--- src/hw/rtl/unique_color_palette_builder_unit_macros.svh ---
// Assertion macros shared by the palette builder RTL.
`ifndef UNIQUE_COLOR_PALETTE_BUILDER_UNIT_MACROS_SVH
`define UNIQUE_COLOR_PALETTE_BUILDER_UNIT_MACROS_SVH

// Same-cycle implication, checked outside reset.
`define UCPB_ASSERT_NOW(lbl, clk, rst_n, ante, cons, msg) \
  lbl: assert property (@(posedge clk) disable iff (!rst_n) (ante) |-> (cons)) else $error(msg);

// Next-cycle implication, checked outside reset.
`define UCPB_ASSERT_NEXT(lbl, clk, rst_n, ante, cons, msg) \
  lbl: assert property (@(posedge clk) disable iff (!rst_n) (ante) |=> (cons)) else $error(msg);

`endif

--- src/hw/rtl/ucpb_pkg.sv ---
// Types and level conversion shared by the palette builder modules.
`default_nettype none

package ucpb_pkg;

  localparam logic [7:0] W_BIT0 = 8'h0e;
  localparam logic [7:0] W_BIT1 = 8'h1f;
  localparam logic [7:0] W_BIT2 = 8'h43;
  localparam logic [7:0] W_BIT3 = 8'h8f;

  typedef struct packed {
    logic [3:0] red_nibble;
    logic [3:0] green_nibble;
    logic [3:0] blue_nibble;
    logic       start_new;
  } in_item_t;

  typedef struct packed {
    logic [7:0] palette_index;
    logic       is_new;
    logic [7:0] red_level;
    logic [7:0] green_level;
    logic [7:0] blue_level;
    logic       table_full;
  } out_item_t;

  // Search outcome handed from the sequencer to the output stage.
  typedef struct packed {
    logic [11:0] key;
    logic [7:0]  index8;
    logic        is_new;
    logic        full;
  } srch_res_t;

  // Sum of the resistor weights of the set bits; all four give 0xff exactly.
  function automatic logic [7:0] nibble_level(input logic [3:0] n);
    logic [7:0] v;
    v = 8'h00;
    if (n[0]) v = v + W_BIT0;
    if (n[1]) v = v + W_BIT1;
    if (n[2]) v = v + W_BIT2;
    if (n[3]) v = v + W_BIT3;
    return v;
  endfunction

endpackage

`default_nettype wire

--- src/hw/rtl/unique_color_palette_builder_unit.sv ---
// Top level of the unique colour palette builder: handshakes, level conversion, output register.
//
//   channel | direction | payload                    | transfer when
//   in_     | input     | ucpb_pkg::in_item_t        | in_valid && in_ready
//   out_    | output    | ucpb_pkg::out_item_t       | out_valid && out_ready
//
// A miss compares every used slot before its result is registered, a hit in slot j
//   stops the scan at that slot; the single table read port and the one comparator
//   examine one stored colour per cycle.
// in_ready is high only while the sequencer is idle; one item is worked at a time.
// A finished result waits in the output register; the next item may transfer meanwhile.
// rst_n is synchronous and clears the used count; table contents are not cleared.
`default_nettype none

`include "unique_color_palette_builder_unit_macros.svh"

module unique_color_palette_builder_unit #(
  parameter int TABLE_DEPTH = 256
) (
  input  wire logic                 clk,
  input  wire logic                 rst_n,
  input  wire logic                 in_valid,
  output logic                      in_ready,
  input  wire ucpb_pkg::in_item_t   in_data,
  output logic                      out_valid,
  input  wire logic                 out_ready,
  output ucpb_pkg::out_item_t       out_data
);

  logic                 srch_idle;
  logic                 res_valid;
  ucpb_pkg::srch_res_t  res;
  logic                 slot_free;
  logic                 load;
  logic                 in_acc;
  logic                 out_valid_r;
  ucpb_pkg::out_item_t  out_data_r, out_data_nxt;

  // Accept only while the sequencer has nothing in flight.
  assign in_ready  = srch_idle;
  assign in_acc    = in_valid && in_ready;

  // Output slot is free when empty or being drained this cycle.
  assign slot_free = !out_valid_r || out_ready;
  assign load      = res_valid && slot_free;

  ucpb_search #(
    .TABLE_DEPTH (TABLE_DEPTH)
  ) u_search (
    .clk         (clk),
    .rst_n       (rst_n),
    .acc_i       (in_acc),
    .key_i       ({in_data.red_nibble, in_data.green_nibble, in_data.blue_nibble}),
    .start_new_i (in_data.start_new),
    .idle_o      (srch_idle),
    .res_valid_o (res_valid),
    .res_o       (res),
    .res_take_i  (slot_free)
  );

  // Convert the stored nibbles to levels; a full-table result reports zeros.
  always_comb begin
    out_data_nxt.palette_index = res.index8;
    out_data_nxt.is_new        = res.is_new;
    out_data_nxt.table_full    = res.full;
    if (res.full) begin
      out_data_nxt.red_level   = 8'h00;
      out_data_nxt.green_level = 8'h00;
      out_data_nxt.blue_level  = 8'h00;
    end else begin
      out_data_nxt.red_level   = ucpb_pkg::nibble_level(res.key[11:8]);
      out_data_nxt.green_level = ucpb_pkg::nibble_level(res.key[7:4]);
      out_data_nxt.blue_level  = ucpb_pkg::nibble_level(res.key[3:0]);
    end
  end

  // Hold the result until the downstream side takes it.
  always_ff @(posedge clk) begin
    if (!rst_n) begin
      out_valid_r <= 1'b0;
    end else if (load) begin
      out_valid_r <= 1'b1;
    end else if (out_ready) begin
      out_valid_r <= 1'b0;
    end
  end

  always_ff @(posedge clk) begin
    if (load) out_data_r <= out_data_nxt;
  end

  assign out_valid = out_valid_r;
  assign out_data  = out_data_r;

  `UCPB_ASSERT_NOW(a_full_clean, clk, rst_n, out_valid_r && out_data_r.table_full, !out_data_r.is_new && (out_data_r.palette_index == 8'h00) && (out_data_r.red_level == 8'h00), "full result carries data")
  `UCPB_ASSERT_NEXT(a_out_hold, clk, rst_n, out_valid_r && !out_ready, out_valid_r && $stable(out_data_r), "result dropped or changed while stalled")
  `UCPB_ASSERT_NEXT(a_busy_after_acc, clk, rst_n, in_acc, !in_ready, "input accepted while item in flight")

endmodule

`default_nettype wire

--- src/hw/rtl/ucpb_search.sv ---
// Colour table, used count and the sequencer that scans it with one comparator.
`default_nettype none

`include "unique_color_palette_builder_unit_macros.svh"

module ucpb_search #(
  parameter int TABLE_DEPTH = 256
) (
  input  wire logic                  clk,
  input  wire logic                  rst_n,
  input  wire logic                  acc_i,
  input  wire logic [11:0]           key_i,
  input  wire logic                  start_new_i,
  output logic                       idle_o,
  output logic                       res_valid_o,
  output ucpb_pkg::srch_res_t        res_o,
  input  wire logic                  res_take_i
);

  localparam int IDX_W = (TABLE_DEPTH > 1) ? $clog2(TABLE_DEPTH) : 1;
  localparam int CNT_W = $clog2(TABLE_DEPTH + 1);

  localparam logic [1:0] ST_IDLE = 2'd0;
  localparam logic [1:0] ST_SCAN = 2'd1;
  localparam logic [1:0] ST_DONE = 2'd2;

  logic [1:0]             state_r, state_nxt;
  logic [CNT_W-1:0]       used_count_r, used_count_nxt;
  logic [CNT_W-1:0]       idx_r, idx_nxt;
  logic [11:0]            key_r, key_nxt;
  logic                   cmp_v_r, cmp_v_nxt;
  logic [IDX_W-1:0]       cmp_idx_r;
  logic [11:0]            rdata_r;
  ucpb_pkg::srch_res_t    res_r, res_nxt;

  logic                   rd_en;
  logic                   wr_en;
  logic                   hit_w;
  logic                   miss_w;
  logic                   full_w;
  logic [IDX_W+7:0]       cmp_idx_ext;
  logic [CNT_W+7:0]       cnt_ext;

  logic [11:0] mem [TABLE_DEPTH];

  assign rd_en  = (state_r == ST_SCAN) && (idx_r < used_count_r);
  assign hit_w  = (state_r == ST_SCAN) && cmp_v_r && (rdata_r == key_r);
  assign miss_w = (state_r == ST_SCAN) && !cmp_v_r && !rd_en;
  assign full_w = (used_count_r == CNT_W'(TABLE_DEPTH));

  assign cmp_idx_ext = {8'h00, cmp_idx_r};
  assign cnt_ext     = {8'h00, used_count_r};

  always_comb begin
    state_nxt      = state_r;
    used_count_nxt = used_count_r;
    idx_nxt        = idx_r;
    key_nxt        = key_r;
    cmp_v_nxt      = 1'b0;
    res_nxt        = res_r;
    wr_en          = 1'b0;
    unique case (state_r)
      ST_IDLE: begin
        if (acc_i) begin
          state_nxt = ST_SCAN;
          idx_nxt   = '0;
          key_nxt   = key_i;
          if (start_new_i) used_count_nxt = '0;
        end
      end
      ST_SCAN: begin
        cmp_v_nxt = rd_en;
        if (rd_en) idx_nxt = idx_r + CNT_W'(1);
        if (hit_w) begin
          state_nxt      = ST_DONE;
          res_nxt.key    = key_r;
          res_nxt.index8 = cmp_idx_ext[7:0];
          res_nxt.is_new = 1'b0;
          res_nxt.full   = 1'b0;
        end else if (miss_w) begin
          state_nxt   = ST_DONE;
          res_nxt.key = key_r;
          if (full_w) begin
            res_nxt.index8 = 8'h00;
            res_nxt.is_new = 1'b0;
            res_nxt.full   = 1'b1;
          end else begin
            wr_en          = 1'b1;
            used_count_nxt = used_count_r + CNT_W'(1);
            res_nxt.index8 = cnt_ext[7:0];
            res_nxt.is_new = 1'b1;
            res_nxt.full   = 1'b0;
          end
        end
      end
      ST_DONE: begin
        if (res_take_i) state_nxt = ST_IDLE;
      end
      default: state_nxt = ST_IDLE;
    endcase
  end

  always_ff @(posedge clk) begin
    if (!rst_n) begin
      state_r      <= ST_IDLE;
      used_count_r <= '0;
      cmp_v_r      <= 1'b0;
    end else begin
      state_r      <= state_nxt;
      used_count_r <= used_count_nxt;
      cmp_v_r      <= cmp_v_nxt;
    end
  end

  always_ff @(posedge clk) begin
    idx_r <= idx_nxt;
    key_r <= key_nxt;
    res_r <= res_nxt;
    if (rd_en) cmp_idx_r <= idx_r[IDX_W-1:0];
  end

  // Table: one write port, one registered read port.
  always_ff @(posedge clk) begin
    if (wr_en) mem[used_count_r[IDX_W-1:0]] <= key_r;
    if (rd_en) rdata_r <= mem[idx_r[IDX_W-1:0]];
  end

  assign idle_o      = (state_r == ST_IDLE);
  assign res_valid_o = (state_r == ST_DONE);
  assign res_o       = res_r;

  `UCPB_ASSERT_NOW(a_cnt_bound, clk, rst_n, 1'b1, used_count_r <= CNT_W'(TABLE_DEPTH), "used count past table depth")
  `UCPB_ASSERT_NEXT(a_alloc_inc, clk, rst_n, miss_w && !full_w, used_count_r == $past(used_count_r) + CNT_W'(1), "allocation did not advance count")
  `UCPB_ASSERT_NEXT(a_res_hold, clk, rst_n, (state_r == ST_DONE) && !res_take_i, (state_r == ST_DONE) && $stable(res_r), "pending result lost")

endmodule

`default_nettype wire

--- config.mk ---
export PLATFORM = sky130hd
export DESIGN_NAME = unique_color_palette_builder_unit
export DESIGN_NICKNAME = d
export VERILOG_FILES = /design/src/hw/rtl/ucpb_pkg.sv /design/src/hw/rtl/unique_color_palette_builder_unit.sv /design/src/hw/rtl/ucpb_search.sv
export VERILOG_INCLUDE_DIRS = /design/src /design/src/hw/rtl
export SDC_FILE = /design/constraint.sdc
export NUM_CORES = 2
export LEC_CHECK = 0
export BUFFER_PORTS_ARGS = -buffer_cell sky130_fd_sc_hd__clkbuf_2
export CORE_MARGIN = 2
export CORE_UTILIZATION = 25
export CTS_CLUSTER_SIZE = 8
export DETAILED_ROUTE_END_ITERATION = 10
export HOLD_SLACK_MARGIN = 0.12
export SYNTH_ARGS = -nofsm -noshare
export SYNTH_HDL_FRONTEND = slang
export SYNTH_SLANG_ARGS = --single-unit
export TNS_END_PERCENT = 20
--- constraint.sdc ---
create_clock -name clk -period 5.1 [get_ports clk]
set_input_delay 0.255 -clock clk [delete_from_list [all_inputs] [get_ports clk]]
set_output_delay 0.255 -clock clk [all_outputs]
set_load 0.05 [all_outputs]
Yosys cells after proc, flatten, opt, wreduce, memory -nomap -nowiden
Memories as Yosys holds them, arrays and structs flattened. A register that Yosys moved wholly into a read port is not among the register bits.
Index checks and enable logic that the tools add are counted.
{ "classes": {"n_addsub": 11, "order_cmp": 1, "eq_ne": 12, "muxes": 46, "n_reduce_logical": 21} }
{ "ops": {"columns": ["cell", "n"], "rows": [
  ["8-bit two-way mux", 18],
  ["9-bit two-way mux", 7],
  ["22-bit two-way mux", 2],
  ["9-bit case mux with 2 select lines", 2],
  ["8-bit by 5-bit adder with 8-bit output (second input constant)", 3],
  ["8-bit by 7-bit adder with 8-bit output (second input constant)", 3],
  ["8-bit adder (second input constant)", 3],
  ["9-bit by 1-bit adder with 9-bit output (second input constant)", 2],
  ["12-bit equality test", 1],
  ["4-bit two-way mux", 3],
  ["10-bit two-way mux", 1],
  ["2-bit by 1-bit inequality test with 1-bit output (second input constant)", 5],
  ["9-bit equality test (second input constant)", 1],
  ["9-bit less-than comparator", 1],
  ["1-bit two-way mux", 8],
  ["2-bit two-way mux", 4],
  ["1-bit logical AND", 7],
  ["2-bit case mux with 3 select lines", 1],
  ["2-bit AND reduction", 3],
  ["3-bit AND reduction", 2],
  ["6-bit AND reduction", 1],
  ["2-bit nonzero test", 3],
  ["2-bit inequality test (second input constant)", 2],
  ["1-bit zero test", 3],
  ["other kinds (5)", 5]
]} }
{ "totals": {"regBits": 98, "mem_bits_rw": 3072, "inputBits": 17, "out_inout_bits": 36, "mem_count": 1} }
{ "memory_table": {"columns": ["name", "words", "word_bits", "read_ports", "rd_clocked_by_memory_dff", "write_ports", "line_no", "source"], "rows": [
  ["u_search.mem", 256, 12, 1, 1, 1, "ucpb_search.sv:44", "logic [11:0] mem [TABLE_DEPTH];"]
]} }

Logic depth before layout (Yosys ltp)
{ "logic_depth": {"word_depth": 10, "ltp_mapped": 13} }

By module
A second synthesis with hierarchy kept.
{ "hier_totals": {"hier_cells": 6087, "area_unflattened_um2": 124663.3} }
{ "by_module_without_submodules": {"columns": ["mod", "instances", "cells_each", "area_per_inst_um2", "seq_area_each_um2"], "rows": [
  ["ucpb_search", 1, 5858, 122323.6, 94380.5],
  ["unique_color_palette_builder_unit", 1, 229, 2339.7, 1041.0]
]} }

Worst setup path after synthesis
OpenSTA, ideal clock, no wires.
{ "synth_path": {"kind": "reg-to-reg", "start": "reg u_search.key_r[1]", "end": "reg u_search.res_r, in the netlist u_search.res_o[0] (enable)", "t_arrival_ps": 5018, "t_required_ps": 4721, "slack_ps": -297, "stages_incl_launch_ff": 7, "n_path_buf": 2, "period_less_slack_ps": 5397, "path_cell_list": "edfxtp_1 > xnor2_1 > nand4_1 > or4_1 > clkbuf_1 > clkbuf_1 > nand2_1"} }
{ "synth_between": {"elab_chain_cells": 4} }
{ "synth_lines": {"columns": ["item", "line_no", "source"], "rows": [
  ["start, declared", "ucpb_search.sv:30", "logic [11:0] key_r, key_nxt;"],
  ["start signal, assigned", "ucpb_search.sv:117", "key_r <= key_nxt;"],
  ["12-bit equality test", "ucpb_search.sv:47", "assign hit_w = (state_r == ST_SCAN) && cmp_v_r && (rdata_r == key_r);"],
  ["1-bit logical AND", "ucpb_search.sv:47", null],
  ["2-bit nonzero test (no source line)", null, null],
  ["2-bit AND reduction (no source line)", null, null],
  ["end signal, assigned", "ucpb_search.sv:118", "res_r <= res_nxt;"],
  ["end, declared", "ucpb_search.sv:34", "ucpb_pkg::srch_res_t res_r, res_nxt;"]
]} }
No other way between the ends.
A chain may end at the register's enable or synchronous reset.

Worst setup path in the final report
{ "layout_path": {"start": "reg u_search.idx_r[1]", "end": "mem u_search.mem[193][10] (enable)"} }
{ "layout_between": {"elab_chain_cells": 9} }
{ "layout_lines": {"columns": ["item", "line_no", "source"], "rows": [
  ["start, declared", "ucpb_search.sv:29", "logic [CNT_W-1:0] idx_r, idx_nxt;"],
  ["start signal, assigned", "ucpb_search.sv:116", "idx_r <= idx_nxt;"],
  ["9-bit less-than comparator", "ucpb_search.sv:46", "assign rd_en = (state_r == ST_SCAN) && (idx_r < used_count_r);"],
  ["1-bit logical AND", "ucpb_search.sv:46", null],
  ["1-bit zero test", "ucpb_search.sv:48", "assign miss_w = (state_r == ST_SCAN) && !cmp_v_r && !rd_en;"],
  ["1-bit logical AND", "ucpb_search.sv:48", null],
  ["1-bit two-way mux", "ucpb_search.sv:80", "end else if (miss_w) begin"],
  ["1-bit two-way mux", "ucpb_search.sv:74", "if (hit_w) begin"],
  ["1-bit two-way mux", "ucpb_search.sv:62", "unique case (state_r)"],
  ["1-bit two-way mux", "ucpb_search.sv:124", "if (wr_en) mem[used_count_r[IDX_W-1:0]] <= key_r;"],
  ["1-bit two-way mux (implied by the code)", "ucpb_search.sv:124", null],
  ["end, declared", "ucpb_search.sv:44", null]
]} }
No other way between the ends.

==> results.sh <==
export IMPL_die_area_um2=503000
export IMPL_hold_ws_ns=0.400
export IMPL_arrival_ns=5.44
export IMPL_min_period_ns=4.82
export IMPL_drtIter0Drc=9282
export IMPL_ys_ff_latch=3182
export IMPL_yosysTopAreaCell="edfxtp_1"
export IMPL_hpwl_um=219000
export IMPL_ant_nets=0
export IMPL_gp_congestion=0.854
export IMPL_clockRootBuffer="clkbuf_16"
export IMPL_worst_path_most_repeated_cell="buf_4"
export IMPL_port_buffers=52
export IMPL_placementRows=259
export IMPL_layout_common_cells="edfxtp_1 (3169), mux4_2 (632), buf_4 (513), clkbuf_16 (441), nor2_1 (362)"
export IMPL_syn2layout_area_growth_pct=18.7
export IMPL_netlist_cell_type_count=80
export IMPL_ir_worst_vdd_mv=0.319
export IMPL_async_flop_share_pct=0
export IMPL_violations="max-capacitance violations, max-slew violations"
export IMPL_cts_tree="done"
export IMPL_rsz0062_at_grt="false"
export IMPL_grt_max_degree=217
export IMPL_cts_sinks=3182
export IMPL_start_util_pct=25.1
export IMPL_finalHoldViolations=0
export IMPL_ioPinCount=53
export IMPL_worstSetupPathType="flip-flop to flip-flop"
export IMPL_ctsResizeCount=0
export IMPL_p_per_area_nw_per_um2=419
export IMPL_tns_ns=0
export IMPL_worstReg2RegStart="u_search.idx_r[1]"
export IMPL_overflow=0
export IMPL_seq_area_frac_synth_pct=76.7
export IMPL_hold_class="input port to flip-flop"
export IMPL_core_um2=497000
export IMPL_fin_cells=13500
export IMPL_cp_slowest_cell="edfxtp_1"
export IMPL_slew_headroom_pct=-6.04
export IMPL_wire_per_inst_um=26.7
export IMPL_n_fill_cell=47700
export IMPL_netlist_area_leader_share_pct=76.5
export IMPL_setup_worst_path_start_class="flip-flop"
export IMPL_reg2reg_slack_ns=0.28
export IMPL_slowest_delay_ns=0.90
export IMPL_fin_util_pct=29.7
export IMPL_outcome="finished, violations left"
export IMPL_die_w_um=710
export IMPL_place_inst=13000
export IMPL_worstSkewPairLatency_ns=0.98
export IMPL_drt_pass1_iterations=6
export IMPL_cp_end_kind="flip-flop"
export IMPL_clkTransAtPathRegs_ns=0.05
export IMPL_wl_um=361000
export IMPL_vias=66300
export IMPL_ys_flop_type="edfxtp_1"
export IMPL_reg2reg_depth=12
export IMPL_synth_nets=6120
export IMPL_antenna_found_initial=28
export IMPL_max_cap_violations=1
export IMPL_crit_end="u_search.mem[193][10]"
export IMPL_h_tree_depth=5
export IMPL_synth_edf_count=3169
export IMPL_clock_skew_ns=0.0945
export IMPL_syn_area_per_cell_um2=20.5
export IMPL_rr_endpoint="u_search.mem[193][10]"
export IMPL_yosys_warnings=0
export IMPL_syn_area_um2=124000
export IMPL_layout_commonest_cell="edfxtp_1"
export IMPL_final_nets=6848
export IMPL_cp_max_fo=58
export IMPL_tightest_slew_ns=1.59
export IMPL_cp_cell_sequence="buf_4 -> buf_12 -> ha_1 -> a21oi_1 -> o21ai_0 -> a211oi_1 -> nor3_2 -> buf_4 -> buf_4 -> nand3_1 -> nor2_1 -> buf_4"
export IMPL_grt_first_pass_wirelength_um=506000
export IMPL_clk_path_buf_depth=4
export IMPL_required_ns=5.73
export IMPL_drc=0
export IMPL_finalCritPeriodShare_pct=94.4
export IMPL_finalSetupViolations=0
export IMPL_grt_pass1_vias=65500
export IMPL_cts_buffers=437
export IMPL_viasPerCell=4.90
export IMPL_synthTopCellsByArea="edfxtp_1 (76%), mux4_2 (11%), mux2i_1 (2.6%)"
export IMPL_p_leak_uw=0.0461
export IMPL_netlist_instances=6069
export IMPL_clock_fmax_mhz=208
export IMPL_die_y_um=710
export IMPL_slew_viol_final=74
export IMPL_cp_startpoint="u_search.idx_r[1]"
export IMPL_drive_gt1_share_pct=26.0
export IMPL_grt_total_usage_pct=13.9
## worst max-delay path, delay by kind of cell (launching register included)
kind	cells	cell delay (ns)
AOI/OAI and AO/OA	3	0.53
adders and majority gates	1	0.21
buffers and inverters	5	1.34
DFF	1	0.90
and+or+nand+nor	3	1.40
## per-layer routing
metal  vias to the layer above  part of all wire (%)  global-route usage (%)
li1                      26600                     -                       -
met1                     35100                    40                    19.0
met2                      4027                    46                    21.8
met3                       576                    11                    3.34
met4                        14                   2.8                    4.21
met5                         -                 0.027                       0
## synthesized netlist by cell type, types with 39 or more instances
cell and count:
edfxtp_1 3169, mux4_2 632, nor2_1 366, mux2i_1 329, nand2_1 169, clkbuf_1 145
a21oi_1 129, a22oi_1 112, a221oi_1 94, o21ai_0 73, nand3_1 65, buf_2 62
buf_6 60, buf_4 42, o22ai_1 39, xnor2_1 39
## logic make-up after synthesis
| group | after synthesis | share of synthesized area [%] |
|---|---|---|
| DFF | 3182 | 76.7 |
| muxes | 994 | 14.4 |
| and+or+nand+nor | 784 | 2.83 |
| AOI/OAI and AO/OA | 650 | 3.69 |
| buffers and inverters | 381 | 1.78 |
| xor gates and xnor gates | 44 | 0.310 |
| adders and majority gates | 34 | 0.342 |
## cell type report
type / count / area [um2] / share of cell area [%]
flip-flops and latches: 3182 / 95400 / 64.6
multi-input cells: 2506 / 26900 / 18.2
clock buffers: 467 / 11100 / 7.54
well taps: 6655 / 8330 / 5.64
repair buffers: 637 / 5230 / 3.54
clock inverters: 27 / 515 / 0.349
inverters: 33 / 134 / 0.0906
diodes: 17 / 42.5 / 0.0288
## how the worst min path moves through the flow
| stage | start | endpoint | slack (ns) | depth (start not counted) |
|---|---|---|---|---|
| finish | rst_n | u_search.state_r[1] | 0.40 | 4 |
| global route | in_data[0] | u_search.used_count_r[1] | 0.41 | 5 |
| CTS | rst_n | u_search.state_r[1] | 0.31 | 4 |
| detailed placement | u_search.res_o[7] | out_data[31] | 0.40 | 0 |
| global placement | u_search.res_o[9] | out_data[33] | 0.41 | 0 |
| floorplan | in_data[1] | u_search.key_r[0] | 0.35 | 0 |
## flip-flops by register name (all words and copies together) (netlist names)
register,flops
u_search.mem,3072
out_data,34
u_search.res_o,22
u_search.key_r,12
u_search.rdata_r,12
u_search.idx_r,9
u_search.used_count_r,9
u_search.cmp_idx_r,8
u_search.state_r,2
out_valid,1
u_search.cmp_v_r,1
## through the flow
stage | instance area, um2 | setup slack, ns | power, uW
after floorplan | 124000 | 0.0284 | 34000
after global placement | 136000 | 0.344 | 36700
after detailed placement | 136000 | 0.201 | 36800
after CTS | 148000 | 0.199 | 62300
after global routing | 148000 | 0.186 | 63600
final | 148000 | 0.284 | 61900
## power breakdown
part | internal, uW | leakage [uW] | switching [uW] | total, uW
sequential | 29200 | 0.0286 | 110 | 29300
combinational | 2450 | 0.0118 | 4660 | 7110
clock | 15200 | 0.00569 | 10400 | 25600
## timing repair
| action | CTS | global route |
|---|---|---|
| hold buffers | 32 | 0 |
| hold endpoints to repair | 71 | 0 |
| setup buffers | 0 | 0 |
Note: power is estimated with default switching activity, not from simulation.
